**config.mk**
```make
export PLATFORM = sky130hd
export DESIGN_NAME = csms_lane
export DESIGN_NICKNAME = d
export VERILOG_FILES = /design/src/design/csms_pkg.sv /design/src/design/csms_div.sv /design/src/design/csms_lane.sv
export SDC_FILE = /design/constraint.sdc
export NUM_CORES = 1
export LEC_CHECK = 0
export ABC_AREA = 1
export BUFFER_PORTS_ARGS = -buffer_cell sky130_fd_sc_hd__buf_2
export CAP_MARGIN = 20
export CELL_PAD_IN_SITES_DETAIL_PLACEMENT = 1
export CELL_PAD_IN_SITES_GLOBAL_PLACEMENT = 1
export CORE_UTILIZATION = 45
export CTS_BUF_LIST = sky130_fd_sc_hd__clkbuf_8
export CTS_CLUSTER_SIZE = 28
export DETAILED_ROUTE_END_ITERATION = 12
export GPL_TIMING_DRIVEN = 1
export PLACE_DENSITY_LB_ADDON = 0.1
export SLEW_MARGIN = 15
export SYNTH_ARGS = -nofsm -noshare
export SYNTH_HDL_FRONTEND = slang
export SYNTH_HIERARCHICAL = 1
export SYNTH_SLANG_ARGS = --single-unit
```
**constraint.sdc**
```tcl
create_clock -name clk -period 4.86 [get_ports clk]
set_clock_uncertainty 0.05 [all_clocks]
set_input_delay 0.243 -clock clk [delete_from_list [all_inputs] [get_ports clk]]
set_output_delay 0.243 -clock clk [all_outputs]
set_load 0.1 [all_outputs]
```
**src/design/csms_pkg.sv**
```systemverilog
`timescale 1ns / 1ps
`default_nettype none
package csms_pkg;

	localparam int CAPACITY = 64;
	localparam int NCH      = 3;
	localparam int CNT_W    = $clog2(CAPACITY + 1);
	localparam int ADDR_W   = $clog2(CAPACITY);
	localparam int SUM_W    = $clog2(CAPACITY * 255 + 1);
	localparam int SQ_W     = $clog2(CAPACITY * 65025 + 1);
	// n * sumsq and sum^2 both fit here
	localparam int D_W      = CNT_W + SQ_W;
	localparam int R_W      = (D_W + 1) / 2;
	localparam int IT_W     = $clog2(R_W + 1);

	typedef enum logic [1:0] {
		ST_OK         = 2'd0,
		ST_POP_EMPTY  = 2'd1,
		ST_PUSH_FULL  = 2'd2
	} csms_status_t;

	typedef enum logic {
		ACT_PUSH = 1'b0,
		ACT_POP  = 1'b1
	} csms_action_t;

	typedef struct packed {
		logic [7:0] mean;
		logic [6:0] dev;
	} csms_res_t;

endpackage
`default_nettype wire

```
**src/design/csms_div.sv**
```systemverilog
`timescale 1ns / 1ps
`default_nettype none
module csms_div (
	input  wire                         clk,
	input  wire                         arst_n,
	input  wire                         start,
	input  wire [csms_pkg::R_W-1:0]     dividend,
	input  wire [csms_pkg::CNT_W-1:0]   divisor,
	output logic                        busy,
	output logic [csms_pkg::R_W-1:0]    quo
);
	import csms_pkg::*;

	logic               busy_q;
	logic [IT_W-1:0]    cnt_q;
	logic [R_W-1:0]     quo_q;
	logic [CNT_W-1:0]   rem_q;
	logic [CNT_W-1:0]   div_q;
	logic [CNT_W:0]     trial;
	logic               ge;

	// restoring division, one quotient bit per cycle
	always_comb begin
		trial = {rem_q, quo_q[R_W-1]};
		ge    = (trial >= {1'b0, div_q});
	end

	always_ff @(posedge clk or negedge arst_n) begin
		if (!arst_n) begin
			busy_q <= 1'b0;
			cnt_q  <= '0;
		end else if (start) begin
			busy_q <= 1'b1;
			cnt_q  <= IT_W'(R_W);
		end else if (busy_q) begin
			cnt_q  <= cnt_q - 1'b1;
			busy_q <= (cnt_q != IT_W'(1));
		end
	end

	always_ff @(posedge clk) begin
		if (start) begin
			quo_q <= dividend;
			rem_q <= '0;
			div_q <= divisor;
		end else if (busy_q) begin
			quo_q <= {quo_q[R_W-2:0], ge};
			rem_q <= ge ? CNT_W'(trial - {1'b0, div_q}) : CNT_W'(trial);
		end
	end

	assign busy = busy_q;
	assign quo  = quo_q;

endmodule
`default_nettype wire

```
**src/design/csms_lane.sv**
```systemverilog
`timescale 1ns / 1ps
`default_nettype none
module csms_lane (
	input  wire                         clk,
	input  wire                         arst_n,
	input  wire                         start,
	input  wire [csms_pkg::CNT_W-1:0]   n,
	input  wire [csms_pkg::SUM_W-1:0]   sum,
	input  wire [csms_pkg::SQ_W-1:0]    sqsum,
	output logic                        done,
	output csms_pkg::csms_res_t         res
);
	import csms_pkg::*;

	typedef enum logic [5:0] {
		L_IDLE = 6'b000001,
		L_MUL  = 6'b000010,
		L_SUB  = 6'b000100,
		L_SQRT = 6'b001000,
		L_DIV  = 6'b010000,
		L_DONE = 6'b100000
	} lane_state_t;

	lane_state_t        state_q;
	logic [CNT_W-1:0]   n_q;
	logic [SUM_W-1:0]   sum_q;
	logic [SQ_W-1:0]    sq_q;
	logic [D_W-1:0]     a_s1;
	logic [D_W-1:0]     b_s1;
	logic [2*R_W-1:0]   x_q;
	logic [R_W:0]       rem_q;
	logic [R_W-1:0]     root_q;
	logic [IT_W-1:0]    it_q;
	logic [7:0]         mean_q;
	logic [6:0]         dev_q;

	logic [2*SUM_W-1:0] sum_sqr;
	logic [D_W-1:0]     diff;
	logic [R_W+2:0]     rem_sh;
	logic [R_W+2:0]     trial;
	logic               ge;
	logic [R_W-1:0]     root_nx;
	logic               can_start;
	logic               div_start;
	logic [R_W-1:0]     div_dividend;
	logic               div_busy;
	logic [R_W-1:0]     div_quo;

	always_comb begin
		sum_sqr = sum_q * sum_q;
		diff    = (a_s1 >= b_s1) ? (a_s1 - b_s1) : '0;
		// digit-by-digit square root, one root bit per cycle
		rem_sh  = {rem_q, x_q[2*R_W-1 -: 2]};
		trial   = {1'b0, root_q, 2'b01};
		ge      = (rem_sh >= trial);
		root_nx = {root_q[R_W-2:0], ge};
	end

	assign can_start = (state_q == L_IDLE) || (state_q == L_DONE);

	// mean division overlaps the multiply and root steps
	assign div_start    = (can_start && start) || (state_q == L_SQRT && it_q == '0);
	assign div_dividend = can_start ? R_W'(sum) : root_nx;

	csms_div u_div (
		.clk      (clk),
		.arst_n   (arst_n),
		.start    (div_start),
		.dividend (div_dividend),
		.divisor  (can_start ? n : n_q),
		.busy     (div_busy),
		.quo      (div_quo)
	);

	always_ff @(posedge clk or negedge arst_n) begin
		if (!arst_n) begin
			state_q <= L_IDLE;
			it_q    <= '0;
		end else begin
			case (state_q)
				L_IDLE: if (start) state_q <= L_MUL;
				L_MUL:  state_q <= L_SUB;
				L_SUB: begin
					state_q <= L_SQRT;
					it_q    <= IT_W'(R_W - 1);
				end
				L_SQRT: begin
					it_q <= it_q - 1'b1;
					if (it_q == '0) state_q <= L_DIV;
				end
				L_DIV:  if (!div_busy) state_q <= L_DONE;
				L_DONE: if (start) state_q <= L_MUL;
				default: state_q <= L_IDLE;
			endcase
		end
	end

	always_ff @(posedge clk) begin
		if (can_start && start) begin
			n_q   <= n;
			sum_q <= sum;
			sq_q  <= sqsum;
		end
		if (state_q == L_MUL) begin
			a_s1 <= D_W'(n_q) * D_W'(sq_q);
			b_s1 <= D_W'(sum_sqr);
		end
		if (state_q == L_SUB) begin
			x_q    <= (2*R_W)'(diff);
			rem_q  <= '0;
			root_q <= '0;
		end
		if (state_q == L_SQRT) begin
			x_q    <= {x_q[2*R_W-3:0], 2'b00};
			rem_q  <= ge ? (R_W+1)'(rem_sh - trial) : (R_W+1)'(rem_sh);
			root_q <= root_nx;
			if (it_q == '0) mean_q <= 8'(div_quo);
		end
		if (state_q == L_DIV && !div_busy) dev_q <= 7'(div_quo);
	end

	// done drops at start, so a restart from L_DONE is seen
	assign done     = (state_q == L_DONE) && !start;
	assign res.mean = (n_q == '0) ? 8'd0 : mean_q;
	assign res.dev  = (n_q == '0) ? 7'd0 : dev_q;

endmodule
`default_nettype wire

```
==> results.py, run 1 <==
metrics = {
    "floorplanning": {
        "core_sq_um": 49300,
        "initial_utilization_pct": 46.0,
        "pin_count": 62,
        "die_h_um": 226,
        "die_w_um": 226,
        "placementRows": 81,
        "die_area_sq_um": 51200,
    },
    "setup_path": {
        "worst-setup-path-type": "register to register",
        "worst_ep_required_time_ps": 5150,
        "crit_path_top_delay_cell": "fa_1",
        "critPathBufInv": 9,
        "cp.arrival_ps": 5810,
        "r2r_end": "b_s1[24]",
        "cp-start-kind": "register",
        "crit_path_end_kind": "register",
        "crit_fanout": 10,
        "ff2ff_path_depth": 25,
        "crit_family": "adder cells",
        "r2r-start": "sum_q[6]",
        "r2r_setup_slack_ps": -660,
        "critPathMaxStageDelay_ps": 530,
    },
    "min_path": {
        "min_path_type": "primary input to asynchronous set/reset pin",
    },
    "global_route": {
        "grt_pass1_vias": 21008,
        "grt-ovfl-total": 0,
        "antenna_found_initial": 1,
        "grt_first_pass_wirelength_mm": 109,
        "grt_max_degree": 46,
        "grt_usage_pct": 27.1,
    },
    "drt": {
        "drc": 0,
        "dr.pass1.iters": 5,
        "wirelength_mm": 68.5,
        "vias_per_cell": 5.10,
        "vias": 19396,
        "ant_nets": 0,
        "detail_route.iter0.violations": 816,
        "wl_per_cell_um": 18.0,
    },
    "clocking": {
        "clockRootBuffer": "clkbuf_8",
        "clk_path_buf_depth": 3,
        "clkLatencyLatePin_ps": 630,
        "tritoncts": "built",
        "cts_buffers": 40,
        "cts_num_sinks": 219,
        "clkSlewWorstSetupHoldPaths_ps": 80,
        "h-tree-depth": 2,
    },
    "timing": {
        "setup_viol": 19,
        "period_needed_ps": 5520,
        "rsz0062_at_grt": "yes",
        "fmax_mhz": 181,
        "hold_violations": 0,
        "worst_pin_slew_ps": 992,
        "drv_slew": 0,
        "finalCritPeriodShare_pct": 114,
        "fin_ws_ps": -658,
        "slew_headroom_pct": 33.9,
    },
    "cells_and_area": {
        "drive_above_1_share_pct": 14.3,
        "syn_to_final_growth_pct": 18.4,
        "nNetsFinal": 3561,
        "fillers": 6084,
        "final_cells": 3805,
        "multiInputGateArea_sq_um": 14200,
        "regArea_sq_um": 6410,
        "n_antenna_cell": 0,
    },
    "placement": {
        "port_buffers": 61,
        "hpwlAfterDp_mm": 53.8,
        "placedCellCount": 3662,
        "gp_congestion": 0.903,
    },
    "synthesis": {
        "synth_nets": 3289,
        "synth_top_cell_by_area": "edfxtp_1",
        "synth-seq-cells": 219,
        "synthTopCellsByCount": "nand2_1, inv_1, fa_1",
        "synth_cells": 2837,
        "syn_area_per_cell_sq_um": 7.99,
        "synth-edff-count": 195,
        "yosys-top-cells-area": "edfxtp_1, fa_1, nand2_1",
        "synth_cell_types": 50,
        "ys_seq_area_share_pct": 28.3,
        "yosysMostFrequentCell": "nand2_1",
        "yosys_warnings": 6,
        "synth_top_area_share_pct": 25.8,
        "netlist_area_sq_um": 22700,
        "async_flop_share_pct": 6.85,
        "synth-main-ff-cell": "edfxtp_1",
    },
    "run": {
        "cap_violations": 0,
    },
    "status": {
        "violations": "setup timing",
        "status": "complete, but fails checks",
    },
}
[cell type report]
type,count,area share (%)
well taps,664,3.10
inverters,631,8.83
multi-input cells,1936,53.1
flip-flops and latches,219,23.9
clock inverters,32,0.732
clock buffers,42,2.15
repair buffers,281,8.21
[through the flow]
step	utilization, %	cell area, sq um	TNS (ps)	hold WS [ps]	setup WS, ps
CTS	53.8	26500	-7950	31.9	-516
global route	54.5	26800	-12670	91.0	-791
detailed placement	50.7	25000	-9000	150	-586
finish	54.5	26800	-10180	72.0	-658
global placement	50.7	25000	-6830	143	-451
floorplan	-	22900	-2440	-103	-195
[how the worst max path moves through the flow]
stage,startpoint,to,slack (ps),cells past startpoint
finish,sum_q[6],b_s1[24],-660,25
global route,sum_q[4],b_s1[24],-790,24
CTS,sum_q[5],b_s1[19],-520,25
detailed placement,sum_q[5],b_s1[19],-590,21
global placement,sum_q[4],b_s1[21],-450,16
floorplan,sum_q[4],b_s1[24],-190,21
[cell families (layout without fill, tap and decap cells)]
| logic type | after synthesis | after routing | share of synthesized area, % |
|---|---|---|---|
| adder cells (fa/ha/maj) | 406 | 406 | 29.5 |
| flip-flops | 219 | 219 | 28.3 |
| buffers and inverters | 682 | 986 | 11.5 |
| XOR/XNOR | 71 | 71 | 2.74 |
| AND/OR/NAND/NOR | 1221 | 1221 | 22.2 |
| AO/OA/AOI/OAI | 238 | 238 | 5.83 |
[timing repair]
| item | in CTS | in global routing |
|---|---|---|
| hold buffers | 45 | 0 |
| buffers inserted | 15 | 9 |
| endpoints found under the setup margin | 19 | 26 |
| pin swaps | 14 | 17 |
| hold endpoints to repair | 68 | 0 |
| gates resized for setup | 50 | 55 |
[placed cells by master (no fill, tap or decap), types with 5 or more instances in the layout]
cell	instances
buf_4	158
dfxtp_1	9
o21ai_1	7
ha_4	12
or2_2	12
nor2_1	179
xor2_1	47
nand2_1	786
a31oi_1	7
clkinv_2	5
buf_2	61
fa_1	211
buf_12	8
nand3b_1	10
a21o_1	7
clkinv_1	7
ha_1	180
inv_1	632
o21ai_0	75
nor2_2	22
dfrtp_1	14
buf_6	9
nand3_2	10
a21oi_2	15
clkbuf_8	42
o21bai_1	14
nand4_1	29
nand2_4	6
dlygate4sd3_1	45
xnor2_1	19
nand2_2	25
nand3_1	104
nor3_2	5
nor3_1	13
inv_2	15
edfxtp_1	195
a21oi_1	86
nor2_4	8
[flip-flops by register name, indices dropped and copies added, names as in the netlist]
| register | count |
|---|---|
| u_div/rem_q | 7 |
| root_q | 15 |
| mean_q | 8 |
| x_q | 30 |
| u_div/busy | 1 |
| dev_q | 7 |
| u_div/div_q | 7 |
| a_s1 | 29 |
| n_q | 7 |
| sum_q | 14 |
| state_q | 6 |
| sq_q | 22 |
| it_q | 4 |
| u_div/cnt_q | 4 |
| u_div/quo | 15 |
| rem_q | 16 |
| b_s1 | 27 |
[layer usage]
metal	wire [um]	GRT usage [%]	vias up
li1	-	-	9292
met1	30300	35.2	9692
met2	34000	47.1	299
met3	2230	2.60	111
met4	2010	8.96	2
met5	13	0	-
Power of run 1 is left out: the tool's default activity adds up to more than one toggle a clock period on the data nets, which glitch-free logic cannot reach.
==> run 2: changes to the inputs <==
--- a/config.mk
+++ b/config.mk
@@ -10,13 +10,13 @@
 export CAP_MARGIN = 20
 export CELL_PAD_IN_SITES_DETAIL_PLACEMENT = 1
 export CELL_PAD_IN_SITES_GLOBAL_PLACEMENT = 1
+export CORE_MARGIN = 5
 export CORE_UTILIZATION = 45
 export CTS_BUF_LIST = sky130_fd_sc_hd__clkbuf_8
 export CTS_CLUSTER_SIZE = 28
 export DETAILED_ROUTE_END_ITERATION = 12
 export GPL_TIMING_DRIVEN = 1
 export PLACE_DENSITY_LB_ADDON = 0.1
-export SLEW_MARGIN = 15
 export SYNTH_ARGS = -nofsm -noshare
 export SYNTH_HDL_FRONTEND = slang
 export SYNTH_HIERARCHICAL = 1
==> run 2 against run 1 <==
Against the previous run: the flow still finishes with violations (setup timing); core utilization shrank 0.51 points; first-iteration DRC count decreased by 14%; maximum frequency is 0.91% higher; register-to-register slack gained 50 ps; global-route usage is 2.3 points lower; final cell count increased by 0.13%; critical endpoint is now b_s1[25]; largest cell class unchanged.
==> results.py, run 2 (same netlist as run 1, synthesis figures left out) <==
metrics = {
    "global_route": {
        "grt_max_degree": 58,
        "antenna_found_initial": 3,
        "grt_first_pass_wirelength_mm": 109,
        "grt_pass1_vias": 20749,
        "grt_usage_pct": 24.8,
        "grt-ovfl-total": 0,
    },
    "clocking": {
        "clkSlewWorstSetupHoldPaths_ps": 60,
        "cts_num_sinks": 219,
        "h-tree-depth": 2,
        "cts_buffers": 43,
        "clk_path_buf_depth": 3,
        "clkLatencyLatePin_ps": 610,
        "clockRootBuffer": "clkbuf_8",
        "tritoncts": "built",
    },
    "floorplanning": {
        "die_area_sq_um": 54900,
        "pin_count": 62,
        "initial_utilization_pct": 45.3,
        "placementRows": 82,
        "die_w_um": 234,
        "core_sq_um": 50000,
        "die_h_um": 234,
    },
    "setup_path": {
        "critPathCapture": "b_s1[25]",
        "worstSetupStartpoint": "sum_q[5]",
        "crit_path_end_kind": "register",
        "worst_ep_required_time_ps": 5180,
        "cp.arrival_ps": 5780,
        "r2r_setup_slack_ps": -610,
        "cp-start-kind": "register",
        "r2r_end": "b_s1[25]",
        "ff2ff_path_depth": 18,
        "crit_fanout": 8,
        "worst-setup-path-type": "register to register",
        "r2r-start": "sum_q[5]",
    },
    "drt": {
        "detail_route.iter0.violations": 701,
        "ant_nets": 0,
        "vias_per_cell": 5.08,
        "dr.pass1.iters": 5,
        "drc": 0,
        "wl_per_cell_um": 18.2,
        "wirelength_mm": 69.5,
        "vias": 19348,
    },
    "status": {
        "violations": "setup timing",
        "status": "complete, but fails checks",
    },
    "min_path": {
        "min_path_type": "primary input to asynchronous set/reset pin",
    },
    "timing": {
        "period_needed_ps": 5470,
        "finalCritPeriodShare_pct": 113,
        "rsz0062_at_grt": "yes",
        "drv_slew": 0,
        "slew_headroom_pct": 30.4,
        "setup_viol": 19,
        "hold_violations": 0,
        "worst_pin_slew_ps": 1040,
        "hold_slack_ps": 69.7,
        "fin_ws_ps": -608,
        "fmax_mhz": 183,
    },
    "cells_and_area": {
        "final_common_cell": "nand2_1",
        "syn_to_final_growth_pct": 19.0,
        "final_cell_mix": "nand2_1, inv_1, fa_1",
        "regMostFlops": "x_q",
        "largest_registers": "x_q x30, a_s1 x29, b_s1 x27",
        "nNetsFinal": 3556,
        "largest_reg_flops": 30,
        "fillers": 6117,
        "drive_above_1_share_pct": 14.8,
    },
    "placement": {
        "gp_congestion": 0.888,
        "hpwlAfterDp_mm": 53.6,
        "port_buffers": 61,
    },
    "run": {
        "cap_violations": 0,
    },
}
-- run 2: through the flow --
stage,utilization [%],cell area (sq um),setup TNS [ps],setup slack [ps],std cells
floorplan,-,22900,-2440,-195,2837
global placement,49.9,24900,-7210,-556,3660
detailed placement,49.9,24900,-8530,-634,3660
CTS,52.9,26400,-6870,-431,3792
global route,54.0,27000,-11760,-749,3810
finish,54.0,27000,-9390,-608,3810
-- run 2: layout make-up --
class | instances | area (sq um) | area share (%)
diodes | 3 | 7.51 | 0.0278
clock inverters | 32 | 151 | 0.562
flip-flops and latches | 219 | 6410 | 23.8
well taps | 672 | 841 | 3.12
clock buffers | 44 | 606 | 2.25
repair buffers | 273 | 2230 | 8.26
multi-input cells | 1936 | 14400 | 53.2
inverters | 631 | 2370 | 8.78
-- run 2: worst max-delay path, stage by stage, from the launching register on --
cell and delay, ps:
edfxtp_1 530, buf_6 190, nand2_1 90, fa_1 550
fa_1 580, inv_1 60, fa_1 510, fa_1 430
fa_1 540, fa_2 480, ha_4 340, nand2_2 120
nor2_1 130, inv_1 90, nor2_2 130, and3_1 150
nand2_1 80, nand4_1 110, nand2_1 60
-- run 2: layer usage --
layer	up-vias	share of wire (%)	wire length (um)	track usage, %
li1	9310	-	-	-
met5	-	0	0	0
met3	98	3.0	2090	2.80
met1	9648	44	30600	32.6
met2	292	50	34900	43.5
met4	0	2.8	1920	7.30
-- run 2: worst min-delay path by stage --
stage	startpoint	to	slack, ps	cells after the start
3_5_place_dp	arst_n	state_q[5]	150	1
3_3_place_gp	arst_n	u_div/busy	140	1
6_report	arst_n	u_div/cnt_q[0]	70	2
2_1_floorplan	arst_n	it_q[0]	-100	0
4_1_cts	arst_n	u_div/cnt_q[0]	3	2
5_1_grt	arst_n	u_div/cnt_q[0]	60	2
-- run 2: timing repair --
| item | 4_1_cts | 5_1_grt |
|---|---|---|
| endpoints found under the hold margin | 72 | 0 |
| setup endpoints to repair | 19 | 31 |
| gates resized for setup | 52 | 85 |
| pin swaps | 12 | 21 |
| gates cloned | 0 | 2 |
| hold buffers | 45 | 0 |
| setup buffers | 12 | 13 |
Power of run 2 is left out for the same reason.
==> run 3: changes to the inputs <==
--- a/config.mk
+++ b/config.mk
@@ -17,6 +17,7 @@
 export DETAILED_ROUTE_END_ITERATION = 12
 export GPL_TIMING_DRIVEN = 1
 export PLACE_DENSITY_LB_ADDON = 0.1
+export SKIP_CTS_REPAIR_TIMING = 1
 export SYNTH_ARGS = -nofsm -noshare
 export SYNTH_HDL_FRONTEND = slang
 export SYNTH_HIERARCHICAL = 1
==> run 3 against run 2 <==
Against the previous run: the flow still finishes with violations (setup timing); sequential share of layout area increased by 0.35 points; register-to-register slack got worse by 50 ps; critical path depth increased by 3; global-route usage decreased by 0.84 points; critical path type unchanged.
==> results.py, run 3 (same netlist as run 1, synthesis figures left out) <==
metrics = {
    "cells_and_area": {
        "regMostFlops": "x_q",
        "drive_above_1_share_pct": 13.2,
        "n_antenna_cell": 0,
        "fillers": 6153,
        "syn_to_final_growth_pct": 17.3,
        "largest_registers": "x_q x30, a_s1 x29, b_s1 x27",
        "nNetsFinal": 3549,
        "finalInstanceArea_sq_um": 26600,
        "largest_reg_flops": 30,
        "final_common_cell": "nand2_1",
        "final_cells": 3800,
        "final_cell_mix": "nand2_1, inv_1, fa_1",
    },
    "timing": {
        "hold_slack_ps": 47.1,
        "drv_slew": 0,
        "slew_headroom_pct": 30.7,
        "finalCritPeriodShare_pct": 114,
        "worst_pin_slew_ps": 1040,
        "fmax_mhz": 181,
        "hold_violations": 0,
        "fin_ws_ps": -659,
        "setup_viol": 19,
        "period_needed_ps": 5520,
        "rsz0062_at_grt": "yes",
    },
    "clocking": {
        "cts_num_sinks": 219,
        "h-tree-depth": 2,
        "clkSlewWorstSetupHoldPaths_ps": 70,
        "tritoncts": "built",
        "clk_path_buf_depth": 3,
        "clkLatencyLatePin_ps": 610,
        "clockRootBuffer": "clkbuf_8",
        "cts_buffers": 43,
    },
    "floorplanning": {
        "die_area_sq_um": 54900,
        "placementRows": 82,
        "die_h_um": 234,
        "core_sq_um": 50000,
        "initial_utilization_pct": 45.3,
        "pin_count": 62,
        "die_w_um": 234,
    },
    "drt": {
        "vias": 19125,
        "detail_route.iter0.violations": 701,
        "wl_per_cell_um": 17.8,
        "wirelength_mm": 67.7,
        "drc": 0,
        "ant_nets": 0,
        "dr.pass1.iters": 5,
        "vias_per_cell": 5.03,
    },
    "setup_path": {
        "crit_fanout": 4,
        "crit_top_cell": "fa_1",
        "path_depth": 21,
        "worst-setup-path-type": "register to register",
        "cp-start-kind": "register",
        "ff2ff_path_depth": 21,
        "path_cells": "nand2_1 -> fa_1 -> fa_1 -> inv_1 -> fa_1 -> inv_2 -> fa_1 -> inv_2 -> fa_1 -> inv_2 -> fa_1 -> inv_2 -> ha_4 -> nand2_4 -> inv_2 -> nand2_1 -> nand3_1 -> a21o_1 -> a21oi_2 -> xnor2_1 -> buf_4",
        "worst_ep_required_time_ps": 5190,
        "crit_path_end_kind": "register",
        "critPathBufInv": 7,
        "critPathMaxStageDelay_ps": 580,
        "crit_path_top_delay_cell": "fa_1",
        "cp.arrival_ps": 5850,
        "crit_family": "adder cells",
    },
    "run": {
        "cap_violations": 0,
    },
    "global_route": {
        "grt_max_degree": 58,
        "grt_first_pass_wirelength_mm": 105,
        "grt_usage_pct": 24.0,
        "antenna_found_initial": 1,
        "grt-ovfl-total": 0,
        "grt_pass1_vias": 20274,
    },
    "status": {
        "status": "complete, but fails checks",
        "violations": "setup timing",
    },
    "min_path": {
        "min_path_type": "primary input to asynchronous set/reset pin",
    },
    "placement": {
        "pre_cts_slack_ps": -634,
        "placed_area_sq_um": 24900,
        "hpwlAfterDp_mm": 53.6,
        "placedCellCount": 3660,
        "port_buffers": 61,
        "gp_congestion": 0.888,
    },
}
## run 3: changes by cell type in the layout (fill, tap and decap cells not counted), sizes merged
cell / change
diode: -3
clkbuf: -1
buf: -6
## run 3: final cells by class
type	count	area (sq um)	share of cell area, %
clock buffer	44	606	2.28
clock inverter	32	151	0.570
inverter	631	2370	8.91
multi-input combinational	1936	14100	53.0
sequential	219	6410	24.1
tap	672	841	3.16
timing repair buffer	266	2100	7.91
## run 3: worst paths after layout
path / startpoint / endpoint / slack, ps
setup / recovery: sum_q[5] / b_s1[18] / -660
hold / removal: arst_n / u_div/cnt_q[3] / 50
setup reg to reg: sum_q[5] / b_s1[18] / -660
hold reg to reg: u_div/quo[7] / mean_q[7] / 400
max in group asynchronous: arst_n / state_q[0] / 4360
min in group clk: sqsum[5] / sq_q[5] / 290
## run 3: through the flow
step                      setup TNS, ps  utilization (%)
after floorplan                   -2440                -
after CTS                         -9050             51.4
after global placement            -7210             49.9
final                            -10640             53.2
after global routing             -14740             53.2
after detailed placement          -8530             49.9
## run 3: per-layer routing
layer	global-route usage, %	part of all wire (%)	vias up
met2	41.9	50	253
met1	31.8	45	9499
met5	0	0.019	-
li1	-	-	9286
met3	2.68	2.9	85
met4	6.59	2.3	2
Power of run 3 is left out for the same reason.
